==> config.mk <==
export PLATFORM = sky130hd
export DESIGN_NAME = pseudocode_lexer_unit
export DESIGN_NICKNAME = d
export VERILOG_FILES = /design/src/hdl/psl_pkg.sv /design/src/hdl/pseudocode_lexer_unit.sv
export SDC_FILE = /design/constraint.sdc
export NUM_CORES = 1
export LEC_CHECK = 0
export BUFFER_PORTS_ARGS = -buffer_cell sky130_fd_sc_hd__buf_4
export CORE_UTILIZATION = 45
export DETAILED_ROUTE_END_ITERATION = 8
export PLACE_DENSITY = 0.7
export SYNTH_ARGS = -nofsm -noshare
export SYNTH_HDL_FRONTEND = slang
export SYNTH_SLANG_ARGS = --single-unit
==> constraint.sdc <==
create_clock -name i_clk -period 4.9 [get_ports i_clk]
set_input_delay 0.245 -clock i_clk [delete_from_list [all_inputs] [get_ports i_clk]]
set_output_delay 0.245 -clock i_clk [all_outputs]
set_load 0.02 [all_outputs]
==> src/hdl/psl_pkg.sv <==
package psl_pkg;

    localparam int KEYWORD_MAX_CHARS_DEF = 12;
    localparam int LENGTH_BITS_DEF       = 16;

    localparam int BYTE_W   = 8;
    localparam int CODE_W   = 9;
    localparam int POS_W    = 32;
    localparam int KW_N     = 35;
    localparam int KW_CHARS = 12;
    localparam int KW_LEN_W = 5;

    typedef logic signed [CODE_W-1:0] t_code;

    localparam t_code TOK_EOF   = t_code'(-1);
    localparam t_code TOK_INT   = t_code'(-2);
    localparam t_code TOK_REAL  = t_code'(-3);
    localparam t_code TOK_STR   = t_code'(-4);
    localparam t_code TOK_BOOL  = t_code'(-5);
    localparam t_code TOK_IDENT = t_code'(-6);

    localparam logic [BYTE_W-1:0] CH_TAB        = 8'h09;
    localparam logic [BYTE_W-1:0] CH_LF         = 8'h0A;
    localparam logic [BYTE_W-1:0] CH_CR         = 8'h0D;
    localparam logic [BYTE_W-1:0] CH_SPACE      = 8'h20;
    localparam logic [BYTE_W-1:0] CH_DQUOTE     = 8'h22;
    localparam logic [BYTE_W-1:0] CH_HASH       = 8'h23;
    localparam logic [BYTE_W-1:0] CH_SQUOTE     = 8'h27;
    localparam logic [BYTE_W-1:0] CH_DOT        = 8'h2E;
    localparam logic [BYTE_W-1:0] CH_UNDERSCORE = 8'h5F;

    // Keyword spellings are right-aligned: the last letter sits in the low byte.
    localparam logic [8*KW_CHARS-1:0] KW_TEXT [KW_N] = '{
        "INICIO", "FIN", "LEER", "IMPRIMIR", "SI", "ENTONCES", "FINSI", "MIENTRAS",
        "HACER", "FINMIENTRAS", "REPETIR", "HASTAQUE", "DESDE", "PASO", "HASTA",
        "FINDESDE", "FUNCION", "RETORNAR", "FINFUNCION", "CLASE", "PUBLICO",
        "PRIVADO", "CONSTRUCTOR", "FINCLASE", "EXTIENDEA", "ENCASOQUE",
        "SEAIGUALQUE", "FINCASO", "FINENCASOQUE", "NUMERO", "ENTERO", "TEXTO",
        "BOOLEANO", "VERDADERO", "FALSO"
    };

    localparam logic [KW_LEN_W-1:0] KW_LEN [KW_N] = '{
        5'd6, 5'd3, 5'd4, 5'd8, 5'd2, 5'd8, 5'd5, 5'd8,
        5'd5, 5'd11, 5'd7, 5'd8, 5'd5, 5'd4, 5'd5,
        5'd8, 5'd7, 5'd8, 5'd10, 5'd5, 5'd7,
        5'd7, 5'd11, 5'd8, 5'd9, 5'd9,
        5'd11, 5'd7, 5'd12, 5'd6, 5'd6, 5'd5,
        5'd8, 5'd9, 5'd5
    };

    localparam t_code KW_CODE [KW_N] = '{
        t_code'(-7), t_code'(-8), t_code'(-9), t_code'(-10), t_code'(-11),
        t_code'(-12), t_code'(-13), t_code'(-14), t_code'(-15), t_code'(-16),
        t_code'(-17), t_code'(-18), t_code'(-19), t_code'(-21), t_code'(-20),
        t_code'(-22), t_code'(-34), t_code'(-35), t_code'(-36), t_code'(-37),
        t_code'(-38), t_code'(-39), t_code'(-40), t_code'(-42), t_code'(-41),
        t_code'(-23), t_code'(-24), t_code'(-26), t_code'(-27), t_code'(-29),
        t_code'(-28), t_code'(-30), t_code'(-31), TOK_BOOL, TOK_BOOL
    };

endpackage

==> src/hdl/pseudocode_lexer_unit.sv <==
// Channel   Direction  tdata                                   tuser / tlast
// s_axis    in         byte_req                                tuser: kind
// m_axis    out        token_code, token_start, token_length   tlast: last
//
// One source byte is taken per cycle while ready. The byte is classified and the
// lexer state updated in the cycle of its transfer; its zero, one or two tokens
// are written into a four-entry result queue that drives m_axis. Bytes that give
// two tokens make the output side the limit at one token per cycle. s_axis_tready
// drops while the queue holds three or more tokens. Reset is synchronous and
// empties the queue; the lexer starts idle at stream position zero.
module pseudocode_lexer_unit
    import psl_pkg::*;
#(
    parameter int KEYWORD_MAX_CHARS = KEYWORD_MAX_CHARS_DEF,
    parameter int LENGTH_BITS       = LENGTH_BITS_DEF
) (
    input  logic                 i_clk,
    input  logic                 i_rst_n,
    input  logic                 s_axis_tvalid,
    output logic                 s_axis_tready,
    input  logic [BYTE_W-1:0]    s_axis_tdata,   // [7:0] byte_req
    input  logic                 s_axis_tuser,   // [0] kind
    output logic                 m_axis_tvalid,
    input  logic                 m_axis_tready,
    // token_code, token_start, token_length, then zero fill
    output logic [((CODE_W+POS_W+LENGTH_BITS+7)/8)*8-1:0] m_axis_tdata,
    output logic                 m_axis_tlast    // last
);

    localparam int OUT_W   = ((CODE_W + POS_W + LENGTH_BITS + 7) / 8) * 8;
    localparam int CNT_W   = $clog2(KEYWORD_MAX_CHARS + 1);
    localparam int IDX_W   = $clog2(KEYWORD_MAX_CHARS);
    localparam int Q_DEPTH = 4;
    localparam int QP_W    = 2;
    localparam int QC_W    = 3;
    localparam logic [LENGTH_BITS-1:0] LEN_MAX = '1;

    typedef enum logic [2:0] {
        M_IDLE,
        M_WORD,
        M_NUMBER,
        M_TEXT,
        M_COMMENT
    } t_mode;

    typedef struct packed {
        t_code                  code;
        logic [POS_W-1:0]       start;
        logic [LENGTH_BITS-1:0] len;
        logic                   last;
    } t_tok;

    t_mode                   r_mode, n_mode;
    logic [CNT_W-1:0]        r_word_count, n_word_count;
    logic                    r_dot_seen, n_dot_seen;
    logic [BYTE_W-1:0]       r_open_quote, n_open_quote;
    logic [POS_W-1:0]        r_pos, n_pos;
    logic [POS_W-1:0]        r_lex_start, n_lex_start;
    logic [LENGTH_BITS-1:0]  r_lex_len, n_lex_len;
    logic [BYTE_W-1:0]       r_word_chars [KEYWORD_MAX_CHARS];

    t_tok                    r_queue [Q_DEPTH];
    logic [QP_W-1:0]         r_rd_ptr, n_rd_ptr;
    logic [QP_W-1:0]         r_wr_ptr, n_wr_ptr;
    logic [QC_W-1:0]         r_q_count, n_q_count;

    logic                    in_xfer, out_xfer;
    logic [BYTE_W-1:0]       in_byte;
    logic                    is_alpha, is_digit, is_space;
    logic                    wc_we;
    logic [IDX_W-1:0]        wc_idx;
    t_code                   word_code;
    t_code                   num_code;
    logic [LENGTH_BITS-1:0]  len_inc;
    t_tok                    tok0, tok1;
    logic                    tok0_v, tok1_v;
    logic [1:0]              res_cnt;

    assign in_xfer  = s_axis_tvalid && s_axis_tready;
    assign out_xfer = m_axis_tvalid && m_axis_tready;
    assign in_byte  = s_axis_tdata;

    assign s_axis_tready = (r_q_count < QC_W'(Q_DEPTH - 1));
    assign m_axis_tvalid = (r_q_count != '0);
    assign m_axis_tdata  = OUT_W'({r_queue[r_rd_ptr].len, r_queue[r_rd_ptr].start,
                                   r_queue[r_rd_ptr].code});
    assign m_axis_tlast  = r_queue[r_rd_ptr].last;

    assign is_alpha = ((in_byte >= "A") && (in_byte <= "Z"))
                   || ((in_byte >= "a") && (in_byte <= "z"));
    assign is_digit = (in_byte >= "0") && (in_byte <= "9");
    assign is_space = (in_byte == CH_SPACE) || (in_byte == CH_TAB)
                   || (in_byte == CH_CR) || (in_byte == CH_LF);

    assign num_code = r_dot_seen ? TOK_REAL : TOK_INT;
    assign len_inc  = (r_lex_len == LEN_MAX) ? r_lex_len : r_lex_len + 1'b1;

    // Parallel compare of the stored word against every keyword. A word longer
    // than what was stored can never be a keyword.
    always_comb begin
        logic                hit;
        logic                found;
        logic [KW_LEN_W-1:0] wc_ext;
        int                  pos;
        word_code = TOK_IDENT;
        found     = 1'b0;
        hit       = 1'b0;
        pos       = 0;
        wc_ext    = KW_LEN_W'(r_word_count);
        for (int i = 0; i < KW_N; i++) begin
            hit = (KW_LEN[i] == wc_ext);
            for (int k = 0; k < KW_CHARS; k++) begin
                if (k < int'(KW_LEN[i])) begin
                    pos = int'(KW_LEN[i]) - 1 - k;
                    hit = hit && (r_word_chars[k] == KW_TEXT[i][8*pos +: 8]);
                end
            end
            if (hit && !found) begin
                word_code = KW_CODE[i];
                found     = 1'b1;
            end
        end
        if (r_lex_len != LENGTH_BITS'(r_word_count)) begin
            word_code = TOK_IDENT;
        end
    end

    always_comb begin
        logic redo;
        n_mode       = r_mode;
        n_word_count = r_word_count;
        n_dot_seen   = r_dot_seen;
        n_open_quote = r_open_quote;
        n_pos        = r_pos;
        n_lex_start  = r_lex_start;
        n_lex_len    = r_lex_len;
        wc_we        = 1'b0;
        wc_idx       = r_word_count[IDX_W-1:0];
        tok0         = '{code: TOK_EOF, start: r_pos, len: '0, last: 1'b0};
        tok1         = '{code: TOK_EOF, start: r_pos, len: '0, last: 1'b1};
        tok0_v       = 1'b0;
        tok1_v       = 1'b0;
        redo         = 1'b0;

        if (in_xfer) begin
            if (s_axis_tuser) begin
                // End of stream: flush an open token, then EOF.
                unique case (r_mode)
                    M_WORD: begin
                        tok0   = '{code: word_code, start: r_lex_start, len: r_lex_len,
                                   last: 1'b0};
                        tok0_v = 1'b1;
                    end
                    M_NUMBER: begin
                        tok0   = '{code: num_code, start: r_lex_start, len: r_lex_len,
                                   last: 1'b0};
                        tok0_v = 1'b1;
                    end
                    M_TEXT: begin
                        tok0   = '{code: TOK_STR, start: r_lex_start, len: r_lex_len,
                                   last: 1'b0};
                        tok0_v = 1'b1;
                    end
                    default: begin
                    end
                endcase
                if (tok0_v) begin
                    tok1_v = 1'b1;
                end else begin
                    tok0   = '{code: TOK_EOF, start: r_pos, len: '0, last: 1'b1};
                    tok0_v = 1'b1;
                end
                n_mode = M_IDLE;
            end else begin
                unique case (r_mode)
                    M_TEXT: begin
                        n_lex_len = len_inc;
                        if (in_byte == r_open_quote) begin
                            tok0   = '{code: TOK_STR, start: r_lex_start, len: len_inc,
                                       last: 1'b0};
                            tok0_v = 1'b1;
                            n_mode = M_IDLE;
                        end
                    end
                    M_COMMENT: begin
                        if ((in_byte == CH_LF) || (in_byte == CH_CR)) begin
                            n_mode = M_IDLE;
                        end
                    end
                    M_WORD: begin
                        if (is_alpha || is_digit || (in_byte == CH_UNDERSCORE)) begin
                            if (r_word_count < CNT_W'(KEYWORD_MAX_CHARS)) begin
                                wc_we        = 1'b1;
                                n_word_count = r_word_count + 1'b1;
                            end
                            n_lex_len = len_inc;
                        end else begin
                            tok0   = '{code: word_code, start: r_lex_start, len: r_lex_len,
                                       last: 1'b0};
                            tok0_v = 1'b1;
                            redo   = 1'b1;
                        end
                    end
                    M_NUMBER: begin
                        if (is_digit || (in_byte == CH_DOT)) begin
                            if (in_byte == CH_DOT) begin
                                n_dot_seen = 1'b1;
                            end
                            n_lex_len = len_inc;
                        end else begin
                            tok0   = '{code: num_code, start: r_lex_start, len: r_lex_len,
                                       last: 1'b0};
                            tok0_v = 1'b1;
                            redo   = 1'b1;
                        end
                    end
                    M_IDLE: begin
                        redo = 1'b1;
                    end
                    default: begin
                        redo = 1'b1;
                    end
                endcase

                // The byte that ends a word or number is treated as a fresh byte.
                if (redo) begin
                    n_mode = M_IDLE;
                    if (is_space) begin
                        n_mode = M_IDLE;
                    end else if (is_digit || is_alpha || (in_byte == CH_UNDERSCORE)
                                 || (in_byte == CH_DQUOTE) || (in_byte == CH_SQUOTE)) begin
                        n_lex_start  = r_pos;
                        n_lex_len    = LENGTH_BITS'(1);
                        n_word_count = '0;
                        n_dot_seen   = 1'b0;
                        if (is_digit) begin
                            n_mode = M_NUMBER;
                        end else if (is_alpha || (in_byte == CH_UNDERSCORE)) begin
                            n_mode       = M_WORD;
                            wc_we        = 1'b1;
                            wc_idx       = '0;
                            n_word_count = CNT_W'(1);
                        end else begin
                            n_mode       = M_TEXT;
                            n_open_quote = in_byte;
                        end
                    end else if (in_byte == CH_HASH) begin
                        n_mode = M_COMMENT;
                    end else begin
                        if (tok0_v) begin
                            tok1   = '{code: t_code'({1'b0, in_byte}), start: r_pos,
                                       len: LENGTH_BITS'(1), last: 1'b1};
                            tok1_v = 1'b1;
                        end else begin
                            tok0   = '{code: t_code'({1'b0, in_byte}), start: r_pos,
                                       len: LENGTH_BITS'(1), last: 1'b0};
                            tok0_v = 1'b1;
                        end
                    end
                end
                n_pos = r_pos + 1'b1;
                if (!tok1_v) begin
                    tok0.last = 1'b1;
                end
            end
        end
    end

    assign res_cnt = {1'b0, tok0_v} + {1'b0, tok1_v};

    always_comb begin
        n_wr_ptr  = r_wr_ptr + QP_W'(res_cnt);
        n_rd_ptr  = out_xfer ? r_rd_ptr + 1'b1 : r_rd_ptr;
        n_q_count = r_q_count + QC_W'(res_cnt) - QC_W'(out_xfer);
    end

    always_ff @(posedge i_clk) begin
        if (!i_rst_n) begin
            r_mode       <= M_IDLE;
            r_word_count <= '0;
            r_dot_seen   <= 1'b0;
            r_open_quote <= '0;
            r_pos        <= '0;
            r_lex_start  <= '0;
            r_lex_len    <= '0;
            r_rd_ptr     <= '0;
            r_wr_ptr     <= '0;
            r_q_count    <= '0;
        end else begin
            r_mode       <= n_mode;
            r_word_count <= n_word_count;
            r_dot_seen   <= n_dot_seen;
            r_open_quote <= n_open_quote;
            r_pos        <= n_pos;
            r_lex_start  <= n_lex_start;
            r_lex_len    <= n_lex_len;
            r_rd_ptr     <= n_rd_ptr;
            r_wr_ptr     <= n_wr_ptr;
            r_q_count    <= n_q_count;
        end
    end

    always_ff @(posedge i_clk) begin
        if (wc_we) begin
            r_word_chars[wc_idx] <= in_byte;
        end
        if (tok0_v) begin
            r_queue[r_wr_ptr] <= tok0;
        end
        if (tok1_v) begin
            r_queue[r_wr_ptr + 1'b1] <= tok1;
        end
    end

endmodule

==> impl_metrics.env <==
export IMPL_wl_per_cell_um=24.5
export IMPL_crit_path_start_kind="input port"
export IMPL_p_leak_nw=8.01
export IMPL_endpoint_kind="flip-flop"
export IMPL_drc=0
export IMPL_finalHoldViolCount=0
export IMPL_grt_pass1_vias=16900
export IMPL_synthCells=2040
export IMPL_cts_root_buf="clkbuf_16"
export IMPL_io_pins=80
export IMPL_grt_pass1_wl_um=102000
export IMPL_relSlewSlack_pct=21.3
export IMPL_synth_distinct_cells=90
export IMPL_period_share_pct=83.4
export IMPL_worst_pin_slew_ns=1.18
export IMPL_worstPathMaxFanout=9
export IMPL_dp_hpwl_um=45600
export IMPL_max_freq_ghz=0.245
export IMPL_crit_type="input port to flip-flop"
export IMPL_portBuffers=72
export IMPL_min_period_ns=4.08
export IMPL_multiInputGateArea_um2=9730
export IMPL_htree_levels=2
export IMPL_start_util_pct=45.6
export IMPL_grtUsageMet1_pct=34.9
export IMPL_clock_sinks=433
export IMPL_area_growth_pct=12.0
export IMPL_met2_usage_pct=44.4
export IMPL_peakVddDrop_mv=0.303
export IMPL_synth_seq_cells=433
export IMPL_status="finished, final reports clean"
export IMPL_layout_nets=2089
export IMPL_drt_iter0_markers=1998
export IMPL_core_um2=47700
export IMPL_power_density_nw_per_um2=408
export IMPL_numCtsBuffers=45
export IMPL_synth_most_common_cell="nand2_1"
export IMPL_antenna_found_initial=0
export IMPL_synth_area_top_cells="edfxtp_1 (36%), dfxtp_1 (16%), mux4_2 (6.0%), a22o_1 (5.2%), nand2_1 (4.7%)"
export IMPL_cts_buffer_depth=3
export IMPL_ys_flop_type="edfxtp_1"
export IMPL_top_usage_layer="met2"
export IMPL_fill_cells=4194
export IMPL_maxCapViolations=0
export IMPL_diodes=0
export IMPL_fp_dieH_um=222
export IMPL_die_area_um2=49200
export IMPL_ant_nets=0
export IMPL_crit_required_ns=5.35
export IMPL_synthesis_area_um2=21800
export IMPL_finalMaxSlewViolations=0
export IMPL_synth_largest_area_cell="edfxtp_1"
export IMPL_cp_arrival_ns=4.54
export IMPL_routed_via_density=6.39
export IMPL_drive_gt1_share_pct=14.6
export IMPL_vias=17400
export IMPL_setup_viol_count_final=0
export IMPL_gp_congestion=0.937
export IMPL_rsz0062_at_grt="no"
export IMPL_dp_worst_setup_slack_ns=0.668
export IMPL_rrSetupSlack_ns=1.05
export IMPL_ys_seq_area_share_pct=52.0
export IMPL_fp_dieW_um=222
export IMPL_finalClockSkew_ns=0.0233
export IMPL_timing_final_ws_setup_ns=0.816
export IMPL_synth_edf_count=264
export IMPL_synth_warnings=0
export IMPL_synth_top_cells_by_count="nand2_1 (274), edfxtp_1 (264), dfxtp_1 (169), nor2_1 (151), a22o_1 (129)"
export IMPL_cts_clk_slew_worst_paths_ns=0.06
export IMPL_hold_path_class="input port to flip-flop"
export IMPL_tns_ns=0
export IMPL_cts_tree="built"
export IMPL_grt_util_met3_pct=4.11
export IMPL_synthArstFlopShare_pct=0
export IMPL_drt_first_pass_iters=6
export IMPL_syn_avg_cell_area_um2=10.7
export IMPL_wl_um=66400
export IMPL_gr_usage_all_layers_pct=26.7
export IMPL_clkLatencyLatePin_ns=0.59
export IMPL_seqCellArea_um2=11300
export IMPL_row_count=80
export IMPL_grt_ovfl_total=0
export IMPL_synth_top_area_share_pct=36.4
export IMPL_grt_max_degree=69
-- cells by family (layout without fill, tap and decap cells) --
kind of cell	Yosys count	in the layout	share of synthesized area [%]
simple gates	829	829	19.7
compound gates	485	485	15.9
flops	433	433	52.0
buf+inv	173	227	3.59
mux	63	63	6.24
xor+xnor	44	44	1.77
fa+ha+maj	12	12	0.725
other cells	1	7	0.0172
-- area by class of cell --
class | count | area share (%)
sequential | 433 | 46.5
multi-input combinational | 1440 | 39.9
clock buffer | 63 | 5.32
timing repair buffer | 126 | 4.06
tap | 615 | 3.16
clock inverter | 20 | 0.755
inverter | 18 | 0.298
-- timing repair --
action / CTS / global route
endpoints found under the hold margin: 6 / 0
gates resized for setup: 0 / 0
setup buffers: 0 / 0
hold buffers: 2 / 0
-- flip-flops by register name (all words and copies together), names as in the netlist, named ones only --
signal        count
r_rd_ptr          2
r_open_quote      8
r_q_count         3
r_pos            32
r_mode            3
r_wr_ptr          2
r_queue         232
r_word_count      4
r_lex_start      32
r_word_chars     96
r_lex_len        16
r_dot_seen        1
-- report_power, final --
group          switching [W]  internal, W  leakage [nW]
combinational        0.00124     0.000888          3.48
sequential          0.000233      0.00419          3.81
clock                0.00147      0.00192         0.716
total                0.00294      0.00700          8.01
-- path summary, 6_finish.rpt --
| check | startpoint | end | depth (start not counted) |
|---|---|---|---|
| worst max-delay path | s_axis_tdata[5] | r_q_count[2] | 18 |
| worst min-delay path | s_axis_tdata[4] | r_word_chars[11][4] | 1 |
| worst max register to register | r_mode[1] | r_q_count[2] | 16 |
| worst min register to register | r_queue[2][2] | r_queue[2][2] | 2 |
-- critical path, cell delays in order --
cell,delay [ns]
dlygate4sd3_1,0.54
buf_4,0.19
and4b_1,0.24
nor3_1,0.07
o32ai_2,0.76
a2111oi_4,0.18
o31ai_4,0.54
inv_2,0.13
ha_1,0.33
inv_1,0.05
ha_1,0.27
inv_1,0.06
ha_1,0.13
inv_1,0.05
fa_1,0.37
xnor2_1,0.18
xnor2_1,0.14
nor2_1,0.05
-- per-layer routing --
metal / up-vias / part of all wire (%)
met5: - / 0
met4: 0 / 4.3
met3: 180 / 7.0
met2: 797 / 48
met1: 8596 / 41
li1: 7786 / -
-- layout by cell type (no fill, tap or decap), drive strengths merged, types with 26 or more instances in the layout --
| cell type | count |
|---|---|
| mux4 | 58 |
| dfxtp | 169 |
| nand2 | 279 |
| nor3 | 44 |
| clkbuf | 63 |
| nand4 | 52 |
| nor2b | 27 |
| a22oi | 26 |
| edfxtp | 264 |
| o21ai | 86 |
| nor4 | 37 |
| a22o | 129 |
| nor2 | 155 |
| xor2 | 32 |
| nand3 | 78 |
| a21o | 40 |
| buf | 124 |
| a21oi | 103 |
-- per-stage QoR --
| stage | power (W) | instance area (um^2) | cells | util, % | hold slack (ns) |
|---|---|---|---|---|---|
| 6_report | 0.00993 | 24400 | 2715 | 51.0 | 0.0547 |
| 5_1_grt | 0.0103 | 24400 | 2715 | 51.0 | 0.0534 |
| 3_3_place_gp | 0.00660 | 22900 | 2630 | 47.9 | 0.439 |
| 4_1_cts | 0.00999 | 24400 | 2715 | 51.0 | 0.0303 |
| 3_5_place_dp | 0.00663 | 22900 | 2630 | 47.9 | 0.443 |
| 2_1_floorplan | 0.00583 | 21800 | 2046 | - | 0.344 |
Note: power is estimated with default switching activity, not from simulation.
